`config.mk`:
```
export PLATFORM = sky130hd
export DESIGN_NAME = pairing_standby_led_controller_unit
export DESIGN_NICKNAME = d
export VERILOG_FILES = /design/src/sv/psl_pkg.sv /design/src/sv/psl_core.sv /design/src/sv/pairing_standby_led_controller_unit.sv
export SDC_FILE = /design/constraint.sdc
export NUM_CORES = 1
export LEC_CHECK = 0
export BUFFER_PORTS_ARGS = -buffer_cell sky130_fd_sc_hd__buf_2
export CELL_PAD_IN_SITES_DETAIL_PLACEMENT = 0
export CELL_PAD_IN_SITES_GLOBAL_PLACEMENT = 1
export CORE_UTILIZATION = 45
export CTS_BUF_LIST = sky130_fd_sc_hd__clkbuf_4 sky130_fd_sc_hd__clkbuf_8
export CTS_CLUSTER_SIZE = 8
export DETAILED_ROUTE_END_ITERATION = 16
export GPL_TIMING_DRIVEN = 1
export PLACE_DENSITY = 0.79
export SLEW_MARGIN = 20
export SYNTH_ARGS = -nofsm -noshare
export SYNTH_HDL_FRONTEND = slang
export SYNTH_SLANG_ARGS = --single-unit
```
`constraint.sdc`:
```
create_clock -name clk -period 18.6 [get_ports clk]
set_input_delay 3.72 -clock clk [delete_from_list [all_inputs] [get_ports clk]]
set_output_delay 3.72 -clock clk [all_outputs]
set_load 0.05 [all_outputs]
```
`src/sv/psl_pkg.sv`:
```
// Package for the pairing / standby LED controller.
// Holds the mode encoding, register defaults, register indexes and the beat structs.
// No dependencies.
package psl_pkg;

  // Connection state machine, one-hot
  typedef enum logic [5:0] {
    M_INIT  = 6'b000001,
    M_DISC  = 6'b000010,
    M_PAIR  = 6'b000100,
    M_CHECK = 6'b001000,
    M_FAIL  = 6'b010000,
    M_CONN  = 6'b100000
  } mode_t;

  // Mode codes as seen on the result channel
  localparam logic [2:0] MODE_INIT  = 3'd0;
  localparam logic [2:0] MODE_DISC  = 3'd1;
  localparam logic [2:0] MODE_PAIR  = 3'd2;
  localparam logic [2:0] MODE_CHECK = 3'd3;
  localparam logic [2:0] MODE_FAIL  = 3'd4;
  localparam logic [2:0] MODE_CONN  = 3'd5;

  // Register indexes
  localparam logic [2:0] REG_STANDBY_TIMEOUT = 3'd0;
  localparam logic [2:0] REG_ACK_WINDOW      = 3'd1;
  localparam logic [2:0] REG_BLINK_INTERVAL  = 3'd2;
  localparam logic [2:0] REG_ATTEMPT_LIMIT   = 3'd3;
  localparam logic [2:0] REG_PAIRING_COLOR   = 3'd4;
  localparam logic [2:0] REG_CONNECTED_COLOR = 3'd5;
  localparam logic [2:0] REG_STANDBY_COLOR   = 3'd6;

  // Register defaults
  localparam logic [31:0] STANDBY_TIMEOUT_DEF = 32'd60000;
  localparam logic [31:0] ACK_WINDOW_DEF      = 32'd10000;
  localparam logic [15:0] BLINK_INTERVAL_DEF  = 16'd250;
  localparam logic [7:0]  ATTEMPT_LIMIT_DEF   = 8'd10;
  localparam logic [23:0] PAIRING_COLOR_DEF   = 24'hFDF8E2;
  localparam logic [23:0] CONNECTED_COLOR_DEF = 24'h0FFF0F;
  localparam logic [23:0] STANDBY_COLOR_DEF   = 24'h0F0A00;

  localparam logic [7:0]  ATTEMPT_MAX = 8'hFF;

  typedef struct packed {
    logic        audio_seen;
    logic        button_down;
    logic        pin_request;
    logic        link_up;
    logic [31:0] now_ms;
  } item_t;

  typedef struct packed {
    logic [2:0]  mode;
    logic [23:0] led_color;
    logic        confirm_pin;
    logic        relay_on;
  } result_t;

  function automatic logic [2:0] mode_code(mode_t m);
    logic [2:0] c;
    case (m)
      M_DISC:  c = MODE_DISC;
      M_PAIR:  c = MODE_PAIR;
      M_CHECK: c = MODE_CHECK;
      M_FAIL:  c = MODE_FAIL;
      M_CONN:  c = MODE_CONN;
      default: c = MODE_INIT;
    endcase
    return c;
  endfunction

endpackage

```
`src/sv/psl_core.sv`:
```
// Tick engine: config registers, controller state and the single-pass next-state logic.
// Depends on psl_pkg.
module psl_core import psl_pkg::*; (
  input  logic        clk,
  input  logic        rst_n,
  input  logic        cfg_we,
  input  logic [2:0]  cfg_addr,
  input  logic [31:0] cfg_wdata,
  input  logic        fire,
  input  item_t       item,
  output result_t     res
);

  logic [31:0] standby_timeout_r, ack_window_r;
  logic [15:0] blink_interval_r;
  logic [7:0]  attempt_limit_r;
  logic [23:0] pairing_color_r, connected_color_r, standby_color_r;

  mode_t       mode_r, mode_nxt;
  logic [7:0]  attempt_r, attempt_nxt;
  logic [31:0] button_time_r, button_time_nxt;
  logic [31:0] last_play_r, last_play_nxt;
  logic [31:0] last_blink_r, last_blink_nxt;
  logic        ack_r, ack_nxt;
  logic        standby_r, standby_nxt;
  logic [23:0] steady_r, steady_nxt;
  logic [23:0] blink_r, blink_nxt;
  logic        phase_r, phase_nxt;
  logic [23:0] shown_r, shown_nxt;
  logic        relay_r, relay_nxt;
  logic        confirm;
  logic        over;
  logic [31:0] ack_age, idle_age, blink_age;

  always_ff @(posedge clk) begin
    if (!rst_n) begin
      standby_timeout_r <= STANDBY_TIMEOUT_DEF;
      ack_window_r      <= ACK_WINDOW_DEF;
      blink_interval_r  <= BLINK_INTERVAL_DEF;
      attempt_limit_r   <= ATTEMPT_LIMIT_DEF;
      pairing_color_r   <= PAIRING_COLOR_DEF;
      connected_color_r <= CONNECTED_COLOR_DEF;
      standby_color_r   <= STANDBY_COLOR_DEF;
    end else if (cfg_we) begin
      case (cfg_addr)
        REG_STANDBY_TIMEOUT: standby_timeout_r <= cfg_wdata;
        REG_ACK_WINDOW:      ack_window_r      <= cfg_wdata;
        REG_BLINK_INTERVAL:  blink_interval_r  <= cfg_wdata[15:0];
        REG_ATTEMPT_LIMIT:   attempt_limit_r   <= cfg_wdata[7:0];
        REG_PAIRING_COLOR:   pairing_color_r   <= cfg_wdata[23:0];
        REG_CONNECTED_COLOR: connected_color_r <= cfg_wdata[23:0];
        REG_STANDBY_COLOR:   standby_color_r   <= cfg_wdata[23:0];
        default: ;
      endcase
    end
  end

  always_comb begin
    mode_nxt        = mode_r;
    attempt_nxt     = attempt_r;
    button_time_nxt = button_time_r;
    last_play_nxt   = item.audio_seen ? item.now_ms : last_play_r;
    relay_nxt       = relay_r;
    shown_nxt       = shown_r;
    confirm         = 1'b0;
    over            = 1'b0;

    case (mode_r)
      M_DISC: begin
        relay_nxt = 1'b0;
        if (item.pin_request) mode_nxt = M_PAIR;
        if (item.link_up) begin
          mode_nxt    = M_CONN;
          attempt_nxt = '0;
        end
      end
      M_PAIR: begin
        if (ack_r) begin
          confirm  = 1'b1;
          mode_nxt = M_CHECK;
        end
        if (!item.pin_request) begin
          button_time_nxt = '0;
          mode_nxt        = M_DISC;
        end
      end
      M_CHECK: begin
        if (item.link_up) begin
          mode_nxt      = M_CONN;
          attempt_nxt   = '0;
          last_play_nxt = item.now_ms;
        end
        // limit check sees the count after a link-up clear
        over = attempt_nxt > attempt_limit_r;
        if (attempt_nxt != ATTEMPT_MAX) attempt_nxt = attempt_nxt + 8'd1;
        if (over || !item.pin_request) mode_nxt = M_FAIL;
      end
      M_FAIL: begin
        button_time_nxt = '0;
        mode_nxt        = M_DISC;
      end
      M_CONN: begin
        relay_nxt = !standby_r;
        if (!item.link_up) begin
          mode_nxt        = M_DISC;
          button_time_nxt = '0;
        end
      end
      default: begin
        shown_nxt = '0;
        mode_nxt  = M_DISC;
      end
    endcase

    if (item.button_down) begin
      button_time_nxt = item.now_ms;
      last_play_nxt   = item.now_ms;
    end

    ack_age     = item.now_ms - button_time_nxt;
    idle_age    = item.now_ms - last_play_nxt;
    ack_nxt     = (ack_age < ack_window_r) && (button_time_nxt != '0);
    standby_nxt = !(idle_age < standby_timeout_r);

    steady_nxt = steady_r;
    blink_nxt  = blink_r;
    if (ack_nxt) begin
      steady_nxt = '0;
      blink_nxt  = pairing_color_r;
    end
    if (!ack_nxt && mode_nxt == M_DISC) begin
      steady_nxt = '0;
      blink_nxt  = '0;
    end
    if (mode_nxt == M_CONN) begin
      steady_nxt = connected_color_r;
      blink_nxt  = '0;
    end
    if (mode_nxt == M_PAIR && !ack_nxt) begin
      steady_nxt = '0;
      blink_nxt  = pairing_color_r;
    end
    if (mode_nxt == M_CONN && standby_nxt) begin
      steady_nxt = standby_color_r;
      blink_nxt  = '0;
    end

    blink_age      = item.now_ms - last_blink_r;
    last_blink_nxt = last_blink_r;
    phase_nxt      = phase_r;
    if (blink_age > {16'd0, blink_interval_r}) begin
      last_blink_nxt = item.now_ms;
      if (blink_nxt != '0) begin
        shown_nxt = phase_r ? blink_nxt : 24'd0;
        phase_nxt = !phase_r;
      end else begin
        phase_nxt = 1'b1;
      end
    end
    if (steady_nxt != '0) shown_nxt = steady_nxt;
    if (steady_nxt == '0 && blink_nxt == '0) shown_nxt = '0;

    res.relay_on    = relay_nxt;
    res.confirm_pin = confirm;
    res.led_color   = shown_nxt;
    res.mode        = mode_code(mode_nxt);
  end

  always_ff @(posedge clk) begin
    if (!rst_n) begin
      mode_r        <= M_INIT;
      attempt_r     <= '0;
      button_time_r <= '0;
      last_play_r   <= '0;
      last_blink_r  <= '0;
      ack_r         <= 1'b0;
      standby_r     <= 1'b0;
      steady_r      <= '0;
      blink_r       <= '0;
      phase_r       <= 1'b0;
      shown_r       <= '0;
      relay_r       <= 1'b0;
    end else if (fire) begin
      mode_r        <= mode_nxt;
      attempt_r     <= attempt_nxt;
      button_time_r <= button_time_nxt;
      last_play_r   <= last_play_nxt;
      last_blink_r  <= last_blink_nxt;
      ack_r         <= ack_nxt;
      standby_r     <= standby_nxt;
      steady_r      <= steady_nxt;
      blink_r       <= blink_nxt;
      phase_r       <= phase_nxt;
      shown_r       <= shown_nxt;
      relay_r       <= relay_nxt;
    end
  end

endmodule

```
`src/sv/pairing_standby_led_controller_unit.sv`:
```
// Pairing / standby LED controller, top level: stream ports, input and result registers.
// Depends on psl_pkg and psl_core.
//
// One tick beat in per control pass on in_*, one result beat out on out_* per tick.
// Input beat: timestamp, link and pin status, button and audio flags. Result beat:
// relay level, pin-confirm pulse, LED colour and the mode after the tick.
// Configuration registers are written through cfg_we / cfg_addr / cfg_wdata, one per
// clock, by the user only while no tick is in flight (unchecked); defaults at reset.
// An accepted beat is registered in the input register, processed once the result
// register is free, then held in the result register and shown on out_* from then on.
// Throughput: one tick per clock while out_tready is high; the tick logic is a single
// pass between input and result registers; the controller state updates on that pass.
// Stall: while out_tready is low the result register holds, the pending tick waits
// in the input register, and in_tready drops once that register is occupied.
// Reset (rst_n low, synchronous): both registers empty, state machine back to init,
// relay off, LEDs dark, configuration back to defaults.
module pairing_standby_led_controller_unit import psl_pkg::*; (
  input  logic        clk,
  input  logic        rst_n,
  input  logic        in_tvalid,
  output logic        in_tready,
  input  logic [39:0] in_tdata,   // now_ms[31:0], link_up, pin_request, button_down,
                                  // audio_seen, zero pad
  output logic        out_tvalid,
  input  logic        out_tready,
  output logic [31:0] out_tdata,  // relay_on, confirm_pin, led_color[23:0], mode[2:0],
                                  // zero pad
  input  logic        cfg_we,
  input  logic [2:0]  cfg_addr,
  input  logic [31:0] cfg_wdata
);

  item_t   in_r;
  logic    in_valid_r, in_valid_nxt;
  result_t out_r, res;
  logic    out_valid_r, out_valid_nxt;
  logic    fire, in_take;

  assign fire      = in_valid_r && (!out_valid_r || out_tready);
  assign in_tready = !in_valid_r || fire;
  assign in_take   = in_tvalid && in_tready;

  assign in_valid_nxt  = in_take || (in_valid_r && !fire);
  assign out_valid_nxt = fire || (out_valid_r && !out_tready);

  always_ff @(posedge clk) begin
    if (!rst_n) begin
      in_valid_r  <= 1'b0;
      out_valid_r <= 1'b0;
    end else begin
      in_valid_r  <= in_valid_nxt;
      out_valid_r <= out_valid_nxt;
    end
  end

  always_ff @(posedge clk) begin
    if (in_take) in_r <= in_tdata[35:0];
    if (fire)    out_r <= res;
  end

  psl_core u_core (
    .clk       (clk),
    .rst_n     (rst_n),
    .cfg_we    (cfg_we),
    .cfg_addr  (cfg_addr),
    .cfg_wdata (cfg_wdata),
    .fire      (fire),
    .item      (in_r),
    .res       (res)
  );

  assign out_tvalid = out_valid_r;
  assign out_tdata  = {3'd0, out_r};

endmodule

```
==> summary.md, run 1 <==
| Metric | Value |
|---|---|
| Post-DR wirelength/cell | 19.4 µm |
| Yosys reg bits | 413 |
| First DRT Iteration DRCs | 1747 |
| Residual DRC count | 0 |
| WP data required | 19.17 ns |
| Root Driver | clkbuf_8 |
| Worst setup slack after layout | 7.62 ns |
| Min Tclk post-route | 10.98 ns |
| All-layer global routing usage | 0.270 |
| Synth Flop Type | dfxtp_1 |
| CP Capture Type | flip-flop |
| Initial antenna violation count | 1 |
| Status | finished, final reports clean |
| Hold Crit Class | flip-flop to flip-flop |
| Clk_skew | 0.0363 ns |
| Seq/Total Area, Yosys | 0.372 |
| Die height | 233 µm |
| Hold Path Depth | 2 |
| Clock latency on the worst-skew pair | 0.67 ns |
| Number of max-cap violations | 0 |
| Die area | 54100 µm² |
| Setup TNS | 0 ns |
| CTS Hold Bufs | 0 |
| Mapped Cells | 2990 |
| Final period utilization | 0.590 |
| Place WS | 7.73 ns |
| Synthesis-to-finish area growth | 11.4% |
| Via count | 22000 |
| Nets | 3328 |
| Number of synthesis warnings | 0 |
| Hold violation total from the final report | 0 |
| Post-CTS setup buffers | 0 |
| Vias per cell | 5.76 |
| Number of synthesized flops with an enable pin | 65 |
| Ys async rst share | 0 |
| Synth top area cells | dfxtp_1, ha_1, nand2_1 |
| Initial core utilization | 0.456 |
| CTS tree | built |
| Static Leak | 10.5 nW |
| CP max stage delay | 1.00 ns |
| Hold path endpoint | u_core.connected_color_r[6] |
| Mapped Area | 23900 µm² |
| Critical path peak fanout | 35 |
| DIE WIDTH | 233 µm |
| Rows | 84 |
| Dpl cells | 3674 |
| Routed Antenna Nets | 0 |
| Final setup viols | 0 |
| Total wire length | 74.0 mm |
| Synth unique cells | 84 |
| Crit path kind | flip-flop to flip-flop |
| Filler instances | 5088 |
| HP Start | u_core.connected_color_r[6] |
| Vias in the first global route | 20800 |
| DRT Pass-1 Iters | 6 |
| Synth top cells by count | nand2_1, dfxtp_1, a21oi_1 |
| Yosys top cell by area | dfxtp_1 |
| PortBufs | 106 |
| Slew Viols, Final | 0 |
| Worst Max-Slew Pin Slew | 1.10 ns |
| Max_slew headroom | 0.268 |
| Clock-pin slew on the worst setup and hold paths | 0.06 ns |
| Most frequent CP cell | nand3_1 |
| # H-tree levels | 3 |
| Count leader, synth | nand2_1 |
| VDD IR max | 63.1 µV |
| Fmax | 0.0911 GHz |
| I/O pins | 114 |
| Number of cells on the worst reg-to-reg path | 37 |
| Unrepaired setup endpoints after global routing | no |
| Core area | 52600 µm² |
| Reg2reg end | u_core.shown_r[22] |
| Share of cells above drive strength 1 | 0.0973 |
| Number of CTS-inserted buffers | 76 |
| Clock buffer depth | 3 |
| Post-CTS Resized | 0 |
| WP data arrival | 11.55 ns |
| Clock sinks | 413 |
| R2R Path Start | u_core.mode_r[5] |
| Share of the synthesized area in the top cell type | 0.291 |
| R2r setup slk | 7.62 ns |
| CP startpoint kind | flip-flop |
| GPL Wtd Cong | 0.888 |
| First-pass GRT wire length | 114 mm |
| Dpl hpwl | 52.0 mm |
| WHS | 0.452 ns |
| PD cells | 96.7 nW/µm² |
| Crit-path slowest cell | and4b_1 |
| Syn avg cell area | 8.01 µm² |
| Post-Layout Cell Count | 3812 |
| Largest net degree at the start of global routing | 175 |
| Total congestion overflow | 0 |
==> critical path: cells and delay by family, from the launching register on <==
kind | cells | cell delay, ns
AO/OA/AOI/OAI | 14 | 3.33
XOR/XNOR | 1 | 0.09
adder cells (fa/ha/maj) | 3 | 0.91
buffers and inverters | 3 | 0.76
flip-flops | 1 | 0.62
AND/OR/NAND/NOR | 16 | 5.17
==> final cells by class <==
class | instances | area [µm²] | area share
Antenna cell | 1 | 2.50 | 0.0000938
Sequential cell | 413 | 8920 | 0.334
Timing Repair Buffer | 144 | 828 | 0.0311
Clock inverter | 26 | 170 | 0.00638
Multi-Input combinational cell | 2275 | 13900 | 0.522
Clock buffer | 111 | 1390 | 0.0521
Inverter | 154 | 591 | 0.0221
Tap cell | 688 | 861 | 0.0323
==> placed cells by master, fill, tap and decap left out, types with 33 or more instances in the layout <==
cell type / synthesis / final
a211oi_1: 92 / 91
nor3_1: 54 / 52
clkbuf_8: 0 / 89
nor2_1: 286 / 285
a21oi_1: 315 / 314
o21ai_0: 97 / 97
o211ai_1: 39 / 39
nand2b_1: 34 / 33
buf_2: 8 / 106
edfxtp_1: 65 / 65
ha_1: 181 / 181
xnor2_1: 55 / 55
buf_4: 4 / 37
nand3_1: 80 / 78
inv_1: 152 / 151
mux2i_1: 65 / 65
nand2_1: 535 / 534
a21o_1: 40 / 40
dfxtp_1: 348 / 348
==> where the power goes <==
part / internal, mW / switching, mW / total [mW]
clock network: 0.496 / 0.404 / 0.900
registers: 0.963 / 0.0385 / 1.00
logic: 0.240 / 0.438 / 0.678
total: 1.70 / 0.881 / 2.58
==> flip-flops by register name, indices dropped and copies added (netlist names), 29 cells and up <==
signal,count
u_core.last_play_r,32
u_core.ack_window_r,32
in_r,36
u_core.last_blink_r,32
u_core.button_time_r,32
u_core.standby_timeout_r,32
out_tdata,29
==> per-layer routing <==
layer  track usage  part of all wire  up-vias
met5             0                 0        -
met4         0.128             0.040        0
met3        0.0360             0.049      137
met2         0.451              0.47      607
met1         0.344              0.44    10400
li1              -                 -    10800
==> worst max-delay path by stage <==
| stage | start | endpoint | slack (ns) | depth (start not counted) |
|---|---|---|---|---|
| global route | u_core.mode_r[1] | u_core.shown_r[22] | 6.74 | 37 |
| global placement | u_core.mode_r[5] | out_tdata[24] | 7.85 | 37 |
| floorplan | u_core.mode_r[3] | out_tdata[13] | 10.38 | 37 |
| detailed placement | u_core.mode_r[1] | u_core.shown_r[22] | 7.73 | 37 |
| finish | u_core.mode_r[5] | u_core.shown_r[22] | 7.62 | 37 |
| CTS | u_core.mode_r[1] | u_core.shown_r[22] | 7.65 | 37 |
==> stage by stage <==
step           total power [mW]   util  area [µm²]
2_1_floorplan              1.50      -       24000
3_3_place_gp               1.67  0.478       25100
3_5_place_dp               1.69  0.478       25100
4_1_cts                    2.60  0.507       26700
5_1_grt                    2.72  0.508       26700
6_report                   2.58  0.508       26700
==> cell families after synthesis <==
kind of cell,Yosys count,synth area share
flops,413,0.372
xor+xnor,81,0.0296
simple gates,1145,0.211
buf+inv,304,0.0496
fa+ha+maj,184,0.0971
other cells,1,0.000157
mux,65,0.0272
compound gates,797,0.213
Note: power is estimated with default switching activity, not from simulation.
==> run 2: changes to the inputs <==
--- a/config.mk
+++ b/config.mk
@@ -8,12 +8,12 @@
 export BUFFER_PORTS_ARGS = -buffer_cell sky130_fd_sc_hd__buf_2
 export CELL_PAD_IN_SITES_DETAIL_PLACEMENT = 0
 export CELL_PAD_IN_SITES_GLOBAL_PLACEMENT = 1
-export CORE_UTILIZATION = 45
+export CORE_UTILIZATION = 44
 export CTS_BUF_LIST = sky130_fd_sc_hd__clkbuf_4 sky130_fd_sc_hd__clkbuf_8
 export CTS_CLUSTER_SIZE = 8
 export DETAILED_ROUTE_END_ITERATION = 16
 export GPL_TIMING_DRIVEN = 1
-export PLACE_DENSITY = 0.79
+export PLACE_DENSITY = 0.8
 export SLEW_MARGIN = 20
 export SYNTH_ARGS = -nofsm -noshare
 export SYNTH_HDL_FRONTEND = slang
==> constraint.sdc (replaced) <==
create_clock -name clk -period 9.63 [get_ports clk]
set_input_delay 1.926 -clock clk [delete_from_list [all_inputs] [get_ports clk]]
set_output_delay 1.926 -clock clk [all_outputs]
set_load 0.05 [all_outputs]
==> run 2 against run 1 <==
Against the previous run:
- worst hold slack improved by 0.0026 ns
- sequential cell count did not move
- critical path depth is 4 lower
- via count is 1.6% higher
- global-route usage is 0.48 points lower
- largest power group unchanged
- highest routed layer unchanged
==> summary.md, run 2 (synthesis results as in run 1) <==
| Metric | Value |
|---|---|
| Status | finished, final reports clean |
| Residual DRC count | 0 (unchanged) |
| WP data arrival | 9.83 ns (-1.72 ns) |
| Synthesis-to-finish area growth | 13.1% |
| Place WS | 0.233 ns (-7.49 ns) |
| Crit path kind | flip-flop to flip-flop |
| Top reg by flops | in_r |
| Worst Max-Slew Pin Slew | 1.16 ns (+0.0656 ns) |
| Clock latency on the worst-skew pair | 0.69 ns (+0.02 ns) |
| Vias in the first global route | 21300 (+2.5%) |
| Share of cells above drive strength 1 | 0.111 (+0.0142) |
| CP delay by family, top | compound AO/OA/AOI/OAI gates |
| Routed Antenna Nets | 0 (unchanged) |
| Post-DR wirelength/cell | 19.4 µm (+0.21%) |
| Largest register FFs | 36 (unchanged) |
| Top layer in use | met4 |
| WP data required | 10.17 ns (-9.00 ns) |
| Clock-pin slew on the worst setup and hold paths | 0.06 ns (about the same) |
| Via count | 22300 (+1.6%) |
| First-pass GRT wire length | 117 mm (+2.1%) |
| Final setup viols | 0 (unchanged) |
| CP startpoint kind | flip-flop |
| Final period utilization | 0.964 (+0.374) |
| Max_slew headroom | 0.221 (-0.0470) |
| DRT Pass-1 Iters | 6 (unchanged) |
| DR WL met2 | 34.9 mm (+0.95%) |
| First DRT Iteration DRCs | 1746 (-0.057%) |
| Min Tclk post-route | 9.28 ns (-1.69 ns) |
| Static Leak | 10.8 nW (+2.3%) |
| GPL Wtd Cong | 0.874 (-1.6%) |
| WP buf/inv | 3 (unchanged) |
| CP max stage delay | 0.89 ns (-0.11 ns) |
| Fmax | 0.108 GHz (+18%) |
| DIE WIDTH | 235 µm (+1.1%) |
| Commonest cells after routing, fill and taps aside | nand2_1, dfxtp_1, a21oi_1 |
| Rows | 85 (+1.2%) |
| Wire length on met1 | 32.5 mm (-0.84%) |
| End-of-flow core utilization | 0.503 (-0.00413) |
| Nets | 3361 (+0.99%) |
| Commonest non-fill, non-tap cell in the layout | nand2_1 |
| Number of max-cap violations | 0 (unchanged) |
| Area after DPL | 25400 µm² (+1.1%) |
| Critical path peak fanout | 39 (+11%) |
| CTS Hold Bufs | 0 (unchanged) |
| Filler instances | 5184 (+1.9%) |
| Slew Viols, Final | 0 (unchanged) |
| Root Driver | clkbuf_8 |
| FF+latch area | 8920 µm² (about the same) |
| All-layer global routing usage | 0.266 (-0.00476) |
| Unrepaired setup endpoints after global routing | no |
| CP Capture Type | flip-flop |
| Total wire length | 75.0 mm (+1.4%) |
| Total congestion overflow | 0 (unchanged) |
| Most frequent CP cell | a21o_1 |
| Dpl hpwl | 53.1 mm (+2.0%) |
| Hold violation total from the final report | 0 (unchanged) |
| # H-tree levels | 3 (unchanged) |
| Initial antenna violation count | 6 (+5) |
| Post-CTS setup buffers | 0 (unchanged) |
| Setup TNS | 0 ns (unchanged) |
| I/O pins | 114 (unchanged) |
| Number of CTS-inserted buffers | 77 (+1.3%) |
| Area of the multi-input gates | 13900 µm² (+0.25%) |
| Clock buffer depth | 3 (unchanged) |
| Largest net degree at the start of global routing | 157 (-10%) |
| Crit-path slowest cell | a311oi_1 |
| Worst setup slack after layout | 0.346 ns (-7.28 ns) |
| WL met3 | 4.36 mm (+21%) |
| Die area | 55400 µm² (+2.3%) |
| Die height | 235 µm (+1.1%) |
| Vias per cell | 5.78 (+0.37%) |
| PortBufs | 106 (unchanged) |
| Clock sinks | 413 (unchanged) |
| Initial core utilization | 0.445 (-0.0107) |
| Final Cell Area | 27100 µm² (+1.6%) |
| VDD IR max | 124 µV (+96%) |
| PD cells | 188 nW/µm² (+95%) |
| Core area | 53800 µm² (+2.4%) |
| Clk_skew | 0.0337 ns (-0.00263 ns) |
| CTS tree | built |
| Hold Crit Class | flip-flop to flip-flop |
==> run 2: power breakdown <==
part	switching (mW)	leakage [nW]	internal [mW]
Combinational	0.847	6.41	0.496
Sequential	0.0751	3.46	1.86
Clock	0.791	0.876	1.03
Total	1.71	10.8	3.39
==> run 2: timing repair <==
action,CTS,global route
hold endpoints to repair,0,0
gates resized for setup,0,8
endpoints found under the setup margin,0,48
==> run 2: per-layer routing <==
| metal | track usage | up-vias |
|---|---|---|
| met1 | 0.335 | 10600 |
| met2 | 0.446 | 703 |
| met4 | 0.120 | 0 |
| met3 | 0.0423 | 170 |
| li1 | - | 10900 |
| met5 | 0 | - |
==> run 2: area by class of cell <==
class | instances | share of cell area
multi-input combinational | 2275 | 0.515
sequential | 413 | 0.329
clock buffer | 119 | 0.0544
timing repair buffer | 176 | 0.0405
tap | 696 | 0.0321
inverter | 154 | 0.0218
clock inverter | 20 | 0.00651
antenna | 6 | 0.000554
==> run 2: tightest hold or removal path: cells and delay by family, from the launching register on <==
kind	cells	cell delay [ns]
AOI/OAI and AO/OA	1	0.05
DFF	1	0.31
and+or+nand+nor	1	0.05
==> run 2: worst paths after layout <==
check	startpoint	end	slack, ns	depth (start not counted)
max	u_core.mode_r[3]	u_core.shown_r[14]	0.35	33
min reg2reg	u_core.standby_color_r[12]	u_core.standby_color_r[12]	0.45	2
min	u_core.standby_color_r[12]	u_core.standby_color_r[12]	0.45	2
max reg2reg	u_core.mode_r[3]	u_core.shown_r[14]	0.35	33
==> run 2: metrics by stage <==
| step | hold slack [ns] | std cells | power, mW |
|---|---|---|---|
| final | 0.454 | 3859 | 5.11 |
| after global routing | 0.470 | 3856 | 5.37 |
| after CTS | 0.453 | 3853 | 5.14 |
| after detailed placement | 0.446 | 3714 | 3.30 |
| after global placement | 0.440 | 3714 | 3.26 |
| after floorplan | 0.432 | 2992 | 2.90 |
